==> config.mk <==
export PLATFORM = sky130hd
export DESIGN_NAME = srecord_line_decoder_core
export DESIGN_NICKNAME = d
export VERILOG_FILES = /design/src/hdl/srld_pkg.sv /design/src/hdl/srld_in_stage.sv /design/src/hdl/srld_decoder.sv /design/src/hdl/srld_out_stage.sv /design/src/hdl/srecord_line_decoder_core.sv
export VERILOG_INCLUDE_DIRS = /design/src /design/src/hdl
export SDC_FILE = /design/constraint.sdc
export NUM_CORES = 1
export LEC_CHECK = 0
export ABC_CLOCK_PERIOD_IN_PS = 4250
export BUFFER_PORTS_ARGS = -buffer_cell sky130_fd_sc_hd__buf_4
export CAP_MARGIN = 30
export CORE_UTILIZATION = 40
export CTS_CLUSTER_DIAMETER = 40
export DETAILED_ROUTE_END_ITERATION = 16
export PLACE_DENSITY = 0.64
export SYNTH_ARGS = -nofsm -noshare
export SYNTH_HDL_FRONTEND = slang
export SYNTH_HIERARCHICAL = 1
export SYNTH_SLANG_ARGS = --single-unit
==> constraint.sdc <==
create_clock -name clk -period 4.25 [get_ports clk]
set_clock_uncertainty 0.15 [all_clocks]
set_input_delay 1.0625 -clock clk [delete_from_list [all_inputs] [get_ports clk]]
set_output_delay 1.0625 -clock clk [all_outputs]
set_load 0.03 [all_outputs]
==> src/hdl/srecord_line_decoder_core_assert.svh <==
// Assertion helpers shared by the decoder RTL.
// Each macro expects clk and rst to be visible at the point of use.
`ifndef SRECORD_LINE_DECODER_CORE_ASSERT_SVH
`define SRECORD_LINE_DECODER_CORE_ASSERT_SVH

// Same-cycle implication.
`define SRLD_ASSERT_NOW(label, pre, post, msg) \
  label: assert property (@(posedge clk) disable iff (rst) (pre) |-> (post)) \
    else $error(msg);

// Next-cycle implication.
`define SRLD_ASSERT_NEXT(label, pre, post, msg) \
  label: assert property (@(posedge clk) disable iff (rst) (pre) |=> (post)) \
    else $error(msg);

`endif

==> src/hdl/srld_pkg.sv <==
`timescale 1ns / 1ps
`default_nettype none
// ----------------------------------------------------------------------------
// srld_pkg
// Shared types, character codes and helpers of the S-record line decoder.
// ----------------------------------------------------------------------------
package srld_pkg;

  localparam int MAX_LINE_CHARS_DEF = 516;

  localparam logic [7:0] CHAR_LF   = 8'h0A;
  localparam logic [7:0] CHAR_CR   = 8'h0D;
  localparam logic [7:0] CHAR_S_UP = 8'h53;
  localparam logic [7:0] CHAR_S_LO = 8'h73;
  localparam logic [7:0] CHAR_0    = 8'h30;
  localparam logic [7:0] CHAR_1    = 8'h31;
  localparam logic [7:0] CHAR_2    = 8'h32;
  localparam logic [7:0] CHAR_3    = 8'h33;
  localparam logic [7:0] CHAR_7    = 8'h37;
  localparam logic [7:0] CHAR_8    = 8'h38;
  localparam logic [7:0] CHAR_9    = 8'h39;

  localparam logic KIND_DATA    = 1'b0;
  localparam logic KIND_VERDICT = 1'b1;

  typedef enum logic [2:0] {
    REC_S0    = 3'd0,
    REC_S1    = 3'd1,
    REC_S2    = 3'd2,
    REC_S3    = 3'd3,
    REC_S7    = 3'd4,
    REC_S8    = 3'd5,
    REC_S9    = 3'd6,
    REC_OTHER = 3'd7
  } rec_type_t;

  typedef struct packed {
    logic        kind;
    logic [31:0] byte_address;
    logic [7:0]  data_byte;
    logic [2:0]  record_type;
    logic        record_ok;
    logic [7:0]  data_count;
  } result_t;

  // Nibble value in [3:0]; bit 4 set for a non-hex character.
  function automatic logic [4:0] hex_value(input logic [7:0] c);
    logic [4:0] v;
    v = 5'h10;
    if (c inside {[8'h30:8'h39]}) begin
      v = 5'(c - 8'h30);
    end else if (c inside {[8'h41:8'h46]}) begin
      v = 5'(c - 8'h37);
    end else if (c inside {[8'h61:8'h66]}) begin
      v = 5'(c - 8'h57);
    end
    return v;
  endfunction

endpackage
`default_nettype wire

==> src/hdl/srld_in_stage.sv <==
`timescale 1ns / 1ps
`default_nettype none
// ----------------------------------------------------------------------------
// srld_in_stage
// Input register: holds one character until the decoder consumes it.
// ----------------------------------------------------------------------------
module srld_in_stage (
  input  wire logic       clk,
  input  wire logic       rst,
  input  wire logic       in_valid,
  output logic            in_ready,
  input  wire logic [7:0] char_code,
  input  wire logic       consume,
  output logic            held_valid,
  output logic [7:0]      held_char
);

  // Take a new transaction when empty or when the held one leaves this cycle.
  assign in_ready = !held_valid || consume;

  always_ff @(posedge clk) begin
    if (rst) begin
      held_valid <= 1'b0;
    end else if (in_ready) begin
      held_valid <= in_valid;
    end
  end

  always_ff @(posedge clk) begin
    if (in_valid && in_ready) begin
      held_char <= char_code;
    end
  end

endmodule
`default_nettype wire

==> src/hdl/srld_decoder.sv <==
`timescale 1ns / 1ps
`default_nettype none
// ----------------------------------------------------------------------------
// srld_decoder
// Per-line state and single-pass decode of one character into at most one
// result (data byte or end of line verdict).
// ----------------------------------------------------------------------------
module srld_decoder #(
  parameter int MAX_LINE_CHARS = srld_pkg::MAX_LINE_CHARS_DEF
) (
  input  wire logic              clk,
  input  wire logic              rst,
  input  wire logic              step,
  input  wire logic [7:0]        char_code,
  input  wire logic [31:0]       address_offset,
  output logic                   has_result,
  output srld_pkg::result_t      result
);
  import srld_pkg::*;
  `include "srecord_line_decoder_core_assert.svh"

  localparam int POS_W = $clog2(MAX_LINE_CHARS);
  localparam logic [POS_W-1:0] POS_LAST = POS_W'(MAX_LINE_CHARS - 1);

  typedef struct packed {
    logic [POS_W-1:0] char_position;
    rec_type_t        line_type;
    logic [7:0]       byte_count;
    logic [3:0]       first_nibble;
    logic [7:0]       running_sum;
    logic [31:0]      record_address;
    logic             checksum_match;
    logic [7:0]       data_index;
    logic             lead_is_s;
  } line_state_t;

  line_state_t st;
  line_state_t st_next;
  line_state_t line_clear;

  logic             is_term;
  logic             overlong;
  logic             is_data;
  logic [2:0]       alen;
  logic             line_ok;
  logic [7:0]       line_cnt;
  logic [POS_W-1:0] off;
  logic [10:0]      k;
  logic [4:0]       hv;
  logic [7:0]       pair_byte;
  result_t          verdict;
  rec_type_t        digit_type;

  always_comb begin
    line_clear           = '0;
    line_clear.line_type = REC_OTHER;
  end

  assign is_term  = (char_code == CHAR_LF) || (char_code == CHAR_CR);
  assign overlong = (st.char_position >= POS_LAST);
  assign is_data  = (st.line_type == REC_S1) || (st.line_type == REC_S2) ||
                    (st.line_type == REC_S3);
  assign alen     = 3'(st.line_type) + 3'd1;

  // Good line: count covers address + checksum, checksum pair arrived, sum ok.
  assign line_ok  = is_data &&
                    (11'(st.byte_count) >= 11'(alen) + 11'd1) &&
                    (11'(st.char_position) >= 11'd4 + {2'b00, st.byte_count, 1'b0}) &&
                    st.checksum_match;
  assign line_cnt = st.byte_count - 8'(alen) - 8'd1;

  assign off       = st.char_position - POS_W'(2);
  assign k         = 11'(off[POS_W-1:1]);
  assign hv        = hex_value(char_code);
  assign pair_byte = hv[4] ? {4'h0, st.first_nibble} : {st.first_nibble, hv[3:0]};

  always_comb begin
    verdict              = '0;
    verdict.kind         = KIND_VERDICT;
    verdict.record_type  = 3'(st.line_type);
    verdict.record_ok    = line_ok;
    verdict.data_count   = line_ok ? line_cnt : 8'd0;
  end

  always_comb begin
    case (char_code)
      CHAR_0:  digit_type = REC_S0;
      CHAR_1:  digit_type = REC_S1;
      CHAR_2:  digit_type = REC_S2;
      CHAR_3:  digit_type = REC_S3;
      CHAR_7:  digit_type = REC_S7;
      CHAR_8:  digit_type = REC_S8;
      CHAR_9:  digit_type = REC_S9;
      default: digit_type = REC_OTHER;
    endcase
  end

  always_comb begin
    st_next    = st;
    has_result = 1'b0;
    result     = '0;
    if (step) begin
      if (is_term) begin
        if (st.char_position != '0) begin
          has_result = 1'b1;
          result     = verdict;
          st_next    = line_clear;
        end
      end else if (overlong || st.char_position == '0) begin
        // Close an overlong line first; this character opens the next one.
        if (overlong) begin
          has_result = 1'b1;
          result     = verdict;
        end
        st_next               = line_clear;
        st_next.char_position = POS_W'(1);
        st_next.lead_is_s     = (char_code == CHAR_S_UP) || (char_code == CHAR_S_LO);
      end else begin
        st_next.char_position = st.char_position + POS_W'(1);
        if (st.char_position == POS_W'(1)) begin
          st_next.line_type = st.lead_is_s ? digit_type : REC_OTHER;
        end else if (!off[0]) begin
          st_next.first_nibble = hv[4] ? 4'h0 : hv[3:0];
        end else if (k == 11'd0) begin
          st_next.byte_count  = pair_byte;
          st_next.running_sum = pair_byte;
        end else if (k < 11'(st.byte_count)) begin
          st_next.running_sum = st.running_sum + pair_byte;
          if (is_data) begin
            if (k <= 11'(alen)) begin
              st_next.record_address = {st.record_address[23:0], pair_byte};
            end else begin
              has_result          = 1'b1;
              result.kind         = KIND_DATA;
              result.byte_address = st.record_address + 32'(st.data_index) +
                                    address_offset;
              result.data_byte    = pair_byte;
              result.record_type  = 3'(st.line_type);
              st_next.data_index  = st.data_index + 8'd1;
            end
          end
        end else if (k == 11'(st.byte_count)) begin
          st_next.checksum_match = (~st.running_sum == pair_byte);
        end
      end
    end
  end

  always_ff @(posedge clk) begin
    if (rst) begin
      st <= line_clear;
    end else begin
      st <= st_next;
    end
  end

  `SRLD_ASSERT_NEXT(a_term_clears, step && is_term, st.char_position == '0, "line not cleared at terminator")
  `SRLD_ASSERT_NOW(a_pos_bound, 1'b1, st.char_position <= POS_LAST, "char position past line limit")
  `SRLD_ASSERT_NOW(a_data_fields, has_result && result.kind == KIND_DATA, !result.record_ok && result.data_count == 8'd0 && is_data, "data result with verdict fields")
  `SRLD_ASSERT_NOW(a_count_ok, has_result && result.kind == KIND_VERDICT && !result.record_ok, result.data_count == 8'd0, "count on a rejected line")

endmodule
`default_nettype wire

==> src/hdl/srld_out_stage.sv <==
`timescale 1ns / 1ps
`default_nettype none
// ----------------------------------------------------------------------------
// srld_out_stage
// Result register: holds one result until the receiver takes it.
// ----------------------------------------------------------------------------
module srld_out_stage (
  input  wire logic              clk,
  input  wire logic              rst,
  input  wire logic              load,
  input  wire srld_pkg::result_t result,
  output logic                   room,
  output logic                   out_valid,
  input  wire logic              out_ready,
  output logic                   kind,
  output logic [31:0]            byte_address,
  output logic [7:0]             data_byte,
  output logic [2:0]             record_type,
  output logic                   record_ok,
  output logic [7:0]             data_count
);
  import srld_pkg::*;
  `include "srecord_line_decoder_core_assert.svh"

  result_t held;

  // Free now, or freed by the transaction leaving this cycle.
  assign room = !out_valid || out_ready;

  always_ff @(posedge clk) begin
    if (rst) begin
      out_valid <= 1'b0;
    end else if (room) begin
      out_valid <= load;
    end
  end

  always_ff @(posedge clk) begin
    if (load && room) begin
      held <= result;
    end
  end

  assign kind         = held.kind;
  assign byte_address = held.byte_address;
  assign data_byte    = held.data_byte;
  assign record_type  = held.record_type;
  assign record_ok    = held.record_ok;
  assign data_count   = held.data_count;

  `SRLD_ASSERT_NEXT(a_load_shows, load && room, out_valid, "loaded result not presented")

endmodule
`default_nettype wire

==> src/hdl/srecord_line_decoder_core.sv <==
`timescale 1ns / 1ps
`default_nettype none
// ----------------------------------------------------------------------------
// srecord_line_decoder_core
// S-record text decoder: characters in, data bytes and line verdicts out.
// ----------------------------------------------------------------------------
// Usage:
//   in_valid/in_ready carry one character per transaction (char_code).
//   out_valid/out_ready carry results: kind 0 is a data byte with its
//   target address, kind 1 is the end of line verdict (type, ok, count).
//   cfg_valid/cfg_ready write address_offset; write it only while idle.
//   Each character causes zero or one result; empty lines give none.
//   A result is decoded out of the input register into the result register
//   by the single decode pass between the two registers. Throughput: one
//   character per cycle while the result register has room.
//   When the receiver stalls, the result register holds its transaction and
//   one more character waits in the input register; in_ready then drops.
//   Reset (rst, synchronous) clears the line state, empties both registers
//   and sets address_offset to zero.
//   Lines longer than MAX_LINE_CHARS - 1 characters are closed with a
//   verdict and the extra character starts a new line.
// ----------------------------------------------------------------------------
module srecord_line_decoder_core #(
  parameter int MAX_LINE_CHARS = srld_pkg::MAX_LINE_CHARS_DEF
) (
  input  wire logic        clk,
  input  wire logic        rst,
  input  wire logic        in_valid,
  output logic             in_ready,
  input  wire logic [7:0]  char_code,
  output logic             out_valid,
  input  wire logic        out_ready,
  output logic             kind,
  output logic [31:0]      byte_address,
  output logic [7:0]       data_byte,
  output logic [2:0]       record_type,
  output logic             record_ok,
  output logic [7:0]       data_count,
  input  wire logic        cfg_valid,
  output logic             cfg_ready,
  input  wire logic [31:0] address_offset
);
  import srld_pkg::*;

  logic        held_valid;
  logic [7:0]  held_char;
  logic        room;
  logic        step;
  logic        has_result;
  result_t     result;
  logic [31:0] offset;

  assign cfg_ready = 1'b1;

  always_ff @(posedge clk) begin
    if (rst) begin
      offset <= '0;
    end else if (cfg_valid && cfg_ready) begin
      offset <= address_offset;
    end
  end

  // Advance the held character only when the result register can take it.
  assign step = held_valid && room;

  srld_in_stage u_in (
    .clk        (clk),
    .rst        (rst),
    .in_valid   (in_valid),
    .in_ready   (in_ready),
    .char_code  (char_code),
    .consume    (step),
    .held_valid (held_valid),
    .held_char  (held_char)
  );

  srld_decoder #(
    .MAX_LINE_CHARS (MAX_LINE_CHARS)
  ) u_dec (
    .clk            (clk),
    .rst            (rst),
    .step           (step),
    .char_code      (held_char),
    .address_offset (offset),
    .has_result     (has_result),
    .result         (result)
  );

  srld_out_stage u_out (
    .clk          (clk),
    .rst          (rst),
    .load         (step && has_result),
    .result       (result),
    .room         (room),
    .out_valid    (out_valid),
    .out_ready    (out_ready),
    .kind         (kind),
    .byte_address (byte_address),
    .data_byte    (data_byte),
    .record_type  (record_type),
    .record_ok    (record_ok),
    .data_count   (data_count)
  );

endmodule
`default_nettype wire

Yosys cells after proc, flatten, opt, wreduce, memory -nomap -nowiden
Index checks and enable logic that the tools add are counted.
Widths: inputs -> output; s select.
- flip-flop bits (word level): 170
- input port bits: 45
- output and inout port bits: 56
- logic and storage cells: 158
- add/subtract/negate cells: 14
- magnitude comparators: 11
- equality and inequality tests: 23
- muxes and demuxes: 50
- bitwise operators: 1
- reduce and logical (&&, ||, !) cells: 40
- operators by type and width (kind ; count):
    $mux 44 ; 6
    $mux 53 ; 3
    $mux 75 ; 2
    $mux 74 ; 1
    $mux 32 ; 2
    $mux 8 ; 8
    $mux 61 ; 1
    $eq 8x6->1 const B ; 7
    $mux 49 ; 1
    $mux 43 ; 1
    $mux 41 ; 1
    $mux 40 ; 1
    $add 32x32->32 ; 1
    $add 32x8->32 ; 1
    $pmux 3 s7 ; 1
    $reduce_bool 3->1 ; 7
    $eq 8x4->1 const B ; 2
    $eq 8x7->1 const B ; 2
    $ge 8x7->1 const B ; 2
    $le 8x7->1 const B ; 2
    $reduce_and 8->1 ; 2
    $mux 5 ; 3
    $sub 5x5->5 const B ; 3
    $mux 1 ; 14
    41 further kinds ; 65

Longest topological paths before layout
- word-level depth: 14
- depth in mapped cells: 20
- gate-level depth less buffers: 19

Cells and area by module
The synthesis kept the hierarchy.
- by module, submodules not included (module ; times used ; cells an instance ; area each (um^2) ; sequential area each (um^2)):
    srld_decoder ; 1 ; 909 ; 7201.9 ; 1501.4
    srld_out_stage ; 1 ; 58 ; 1646.6 ; 1611.5
    srecord_line_decoder_core ; 1 ; 107 ; 1187.4 ; 640.6
    srld_in_stage ; 1 ; 13 ; 295.3 ; 260.2

Least setup slack after synthesis
No wires, ideal clock.
- kind: reg2reg
- start point: register u_in.held_char[1]
- end point: register u_dec/st[49] (netlist bit)
- library setup time: 0.070 ns
- arrival time: 3.761 ns
- data required time: 4.030 ns
- path slack: 0.269 ns
- stages on the path, launching flop included: 19
- buffers on the path: 1
- clock period less this slack: 3.981 ns
- path through: edfxtp_1 -> inv_1 -> ha_1 -> o21bai_1 -> a2111oi_4 -> o22a_1 -> buf_4 -> mux2i_1 -> inv_1 -> ha_1 -> a21o_1 -> a21oi_1 -> o21bai_1 -> a21oi_1 -> o21ai_0 -> mux2i_1 -> o21ai_0 -> nand3_1 -> a21oi_1
- longest elaborated chain between the ends: 13
- elaborated cells on any way between the ends: 31
- those cells by class: 4 x add/sub; 6 x order compare; 4 x eq/ne; 10 x mux; 7 x reduce/logical
- RTL lines (element ; RTL line ; RTL):
    from (decl) ; srld_in_stage.sv:15 ; output logic [7:0] held_char
    from (signal assigned) ; srld_in_stage.sv:31 ; held_char <= char_code;
    $ge 8x7->1 / $le 8x7->1 (equally long branches) ; srld_pkg.sv:54 ; end else if (c inside {[8'h61:8'h66]}) begin
    $logic_and 1x1->1 ; srld_pkg.sv:54 ;
    $mux 5 ; srld_pkg.sv:54 ;
    $mux 5 ; srld_pkg.sv:52 ; end else if (c inside {[8'h41:8'h46]}) begin
    $mux 5 ; srld_pkg.sv:50 ; if (c inside {[8'h30:8'h39]}) begin
    $mux 8 ; srld_decoder.sv:75 ; assign pair_byte = hv[4] ? {4'h0, st.first_nibble} : {st.first_nibble, hv[3:0]};
    $add 8x8->8 ; srld_decoder.sv:128 ; st_next.running_sum = st.running_sum + pair_byte;
    $mux 40 ; srld_decoder.sv:127 ; end else if (k < 11'(st.byte_count)) begin
    $mux 8 ; srld_decoder.sv:124 ; end else if (k == 11'd0) begin
    $mux 49 ; srld_decoder.sv:122 ; end else if (!off[0]) begin
    $mux 61 ; srld_decoder.sv:120 ; if (st.char_position == POS_W'(1)) begin
    $mux 74 ; srld_decoder.sv:109 ; end else if (overlong || st.char_position == '0) begin
    $mux 75 ; srld_decoder.sv:103 ; if (is_term) begin
    to (signal assigned) ; srld_decoder.sv:151 ; st <= line_clear;
    to (signal assigned) ; srld_decoder.sv:153 ; st <= st_next;
    to (decl) ; srld_decoder.sv:37 ; line_state_t st;
Parallel ways exist; a longest one is shown, timed or not. The select of a mux whose other input is x is not followed.
A chain may end at the register's enable or synchronous reset.

Worst setup path after layout
- start point: register u_dec/st[70] (netlist bit)
- end point: register u_out.held (netlist bit u_out/data_byte[4]), enable pin
- longest elaborated chain between the ends: 13
- elaborated cells on any way between the ends: 22
- those cells by class: 1 x add/sub; 3 x order compare; 1 x eq/ne; 11 x mux; 6 x reduce/logical
- RTL lines (element ; RTL line ; RTL):
    $sub 10x2->10 ; srld_decoder.sv:72 ; assign off = st.char_position - POS_W'(2);
    $le 9x3->1 ; srld_decoder.sv:130 ; if (k <= 11'(alen)) begin
    $mux 1 ; srld_decoder.sv:130 ;
    $mux 1 ; srld_decoder.sv:129 ; if (is_data) begin
    $mux 1 ; srld_decoder.sv:127 ;
    $mux 1 ; srld_decoder.sv:124 ;
    $mux 1 ; srld_decoder.sv:122 ;
    $mux 1 ; srld_decoder.sv:120 ;
    $mux 1 ; srld_decoder.sv:109 ;
    $mux 1 * ; srld_decoder.sv:103 ;
    $mux 1 * ; srld_decoder.sv:102 ; if (step) begin
    via has_result ; srecord_line_decoder_core.sv:49 ; logic has_result;
    $logic_and 1x1->1 * ; srecord_line_decoder_core.sv:92 ; .load (step && has_result),
    $logic_and 1x1->1 * ; srld_out_stage.sv:39 ; if (load && room) begin
    to (signal assigned) ; srld_out_stage.sv:40 ; held <= result;
    to (decl) ; srld_out_stage.sv:25 ; result_t held;
Mark *: on every way through the listed nets, which the timed path passes. The rest lies on a longest branch.

==> qor.yml <==
clock_tree:
  htree_levels: 4
  clk_latency_ns: 0.43
  numCtsBuffers: 17
  clockBufferDepth: 2
  cts_tree: "yes"
  clk_pin_slew_ns: 0.07
  post-cts-setup-buffer-count: 0
  cts_root_buffer: "clkbuf_16"
  cts_sinks: 170
worst_setup_path:
  arrival_ns: 3.82
  crit_path_start_kind: "flip-flop"
  crit_type: "reg -> reg"
  rr_startpoint: "u_dec/st[70]"
  crit_fanout: 27
  crit_start: "u_dec/st[70]"
  critPathRequiredTime_ns: 4.19
  worst_setup_path_end_kind: "flip-flop"
  ff2ff_path_depth: 14
logic_synthesis:
  synth.area.top_cells: "dfxtp_1 21%, edfxtp_1 18%, ha_1 13%"
  synth_edf_count: 61
  avgSynthCellArea_um2: 9.50
  synth-seq-cells: 170
  ys_async_sr_fraction_pct: 0
  synth_most_common_cell: "nor2_1"
  synth-main-ff-cell: "dfxtp_1"
  synth_top_area_cell: "dfxtp_1"
  syn_inst: 1087
  synth_common_cells: "174 x nor2_1, 109 x dfxtp_1, 106 x ha_1"
  yosys_warnings: 6
  yosysUniqueCellTypes: 72
  synth_fp_nets: 1249
  yosysSeqAreaShare_pct: 38.9
  synth_top_area_share_pct: 21.1
  synth_area_um2: 10300
sta:
  setup_viol: 0
  relSlewSlack_pct: 57.8
  tns_ns: 0
  finalHoldViolations: 0
  period_needed_ns: 3.88
  min_period_over_period_pct: 91.2
  drv_slew: 0
  rsz0062_at_grt: "no"
  fmax_ghz: 0.258
  tightest_slew_ns: 0.633
min_path:
  hp-start: "u_dec/st[47]"
  hold_class: "reg -> reg"
  hold_path_depth: 2
drt:
  drtIter0Drc: 475
  first_pass_iters: 5
  drc: 0
  vias: 8083
  final_antenna_net_count: 0
  wl_um: 25100
  wl_per_cell_um: 16.3
  via_per_inst: 5.26
die:
  die_x_um: 163
  pin_count: 101
  dieArea_um2: 26500
  start_util_pct: 40.9
  rows: 58
  die_height_um: 163
  core_um2: 25300
grt:
  grt_pass1_wl_um: 39600
  overflow: 0
  grt_pass1_vias: 7599
  grt_max_degree: 54
  grtUsageTotal_pct: 19.1
  grt_antenna_before_repair: 0
final_layout:
  diodes: 0
  final_nets: 1356
  final_design_area_no_fill_um2: 12100
  fillers: 2406
  seq_area_um2: 4010
  area_growth_pct: 16.8
  multi_input_area_um2: 5850
  drive_gt1_share_pct: 16.1
job:
  max-cap-violations: 0
placement:
  port_buffers: 99
  gp_congestion: 0.932
  placed_area_um2: 11400
  dp_hpwl_um: 18800
status:
  status: "completed"
pwr:
  cellPowerDensity_nw_per_um2: 298
  ir_drop_mv: 0.228
  p_leak_nw: 5.32
[repair_timing]
| action | CTS | global route |
|---|---|---|
| hold buffers | 0 | 0 |
| setup endpoints to repair | 0 | 56 |
| endpoints found under the hold margin | 0 | 0 |
| gates resized for setup | 0 | 6 |
[metrics by stage]
step	total power, W	hold slack (ns)	util, %	cells	worst slack, ns
after global placement	0.00203	0.298	45.3	1504	0.321
after floorplan	0.00195	0.286	-	1087	0.269
after detailed placement	0.00204	0.307	45.3	1504	0.191
after global routing	0.00373	0.337	47.8	1537	0.00710
final	0.00359	0.315	47.8	1537	0.372
after CTS	0.00362	0.316	47.7	1536	0.155
[state kept, by name (all words and copies together) (netlist names)]
signal              cells
u_out/kind              1
u_dec/st               75
u_out/byte_address     32
u_out/data_byte         8
u_out/record_type       3
u_out/out_valid         1
u_out/data_count        8
u_in/held_valid         1
offset                 32
u_in/held_char          8
u_out/record_ok         1
[routing by layer]
metal	vias to the layer above	track usage, %	share of wire, %
li1	4060	-	-
met1	3808	27.2	49
met2	190	29.7	45
met3	25	2.83	4.5
met4	0	5.69	1.4
met5	-	0	0
[power by group]
group          internal (W)  switching [W]
registers           0.00170      0.0000236
clock network      0.000869       0.000719
logic              0.000115       0.000164
total               0.00268       0.000907
[layout make-up]
| class | count | share of cell area (%) |
|---|---|---|
| clock buffers | 18 | 3.73 |
| multi-input cells | 823 | 48.5 |
| repair buffers | 128 | 8.07 |
| clock inverters | 14 | 1.29 |
| well taps | 330 | 3.42 |
| inverters | 54 | 1.68 |
| flip-flops and latches | 170 | 33.3 |
[critical path, stage by stage, from the launching register on]
cell	delay, ns
dfxtp_1	0.41
nor4_4	0.46
nand2_1	0.12
xnor2_1	0.15
ha_1	0.33
a211o_1	0.28
o21ai_0	0.18
a21oi_1	0.06
a21oi_1	0.31
nand4bb_4	0.14
nor2_1	0.11
nor2_1	0.08
inv_1	0.05
and3_1	0.23
and2_4	0.42
[cell families (layout without fill, tap and decap cells)]
kind of cell               Yosys count  after routing  synth area share (%)
and+or+nand+nor                    381            382                  18.1
AOI/OAI and AO/OA                  212            212                  13.3
DFF                                170            170                  38.9
adders and majority gates          117            117                  15.0
buffers and inverters               95            214                  4.69
xor gates and xnor gates            63             63                  5.41
muxes                               48             48                  4.66
other                                1              1                0.0363
[layout by cell type, fill, tap and decap left out, types with 4 or more instances in the layout]
master and n:
a211oi_1 4, a21o_1 21, a21oi_1 69, a22oi_1 35, and2_1 9, and3_1 12, buf_4 127, clkbuf_16 18
dfxtp_1 109, edfxtp_1 61, fa_1 11, ha_1 105, inv_1 54, mux2i_1 47, nand2_1 68, nand2b_1 5
nand3_1 26, nand4_1 13, nor2_1 174, nor2b_1 9, nor3_1 20, nor3b_1 4, nor4_1 4, o21a_1 6
o21ai_0 41, o21bai_1 8, or2_2 4, or3_1 4, xnor2_1 34, xor2_1 28
[path summary, 6_finish.rpt]
path / slack, ns / endpoint
worst min-delay path: 0.32 / u_dec/st[47]
worst max register to register: 0.37 / u_out/data_byte[4]
worst min register to register: 0.32 / u_dec/st[47]
worst max-delay path: 0.37 / u_out/data_byte[4]
No activity file was read; power rests on OpenSTA's default activity.
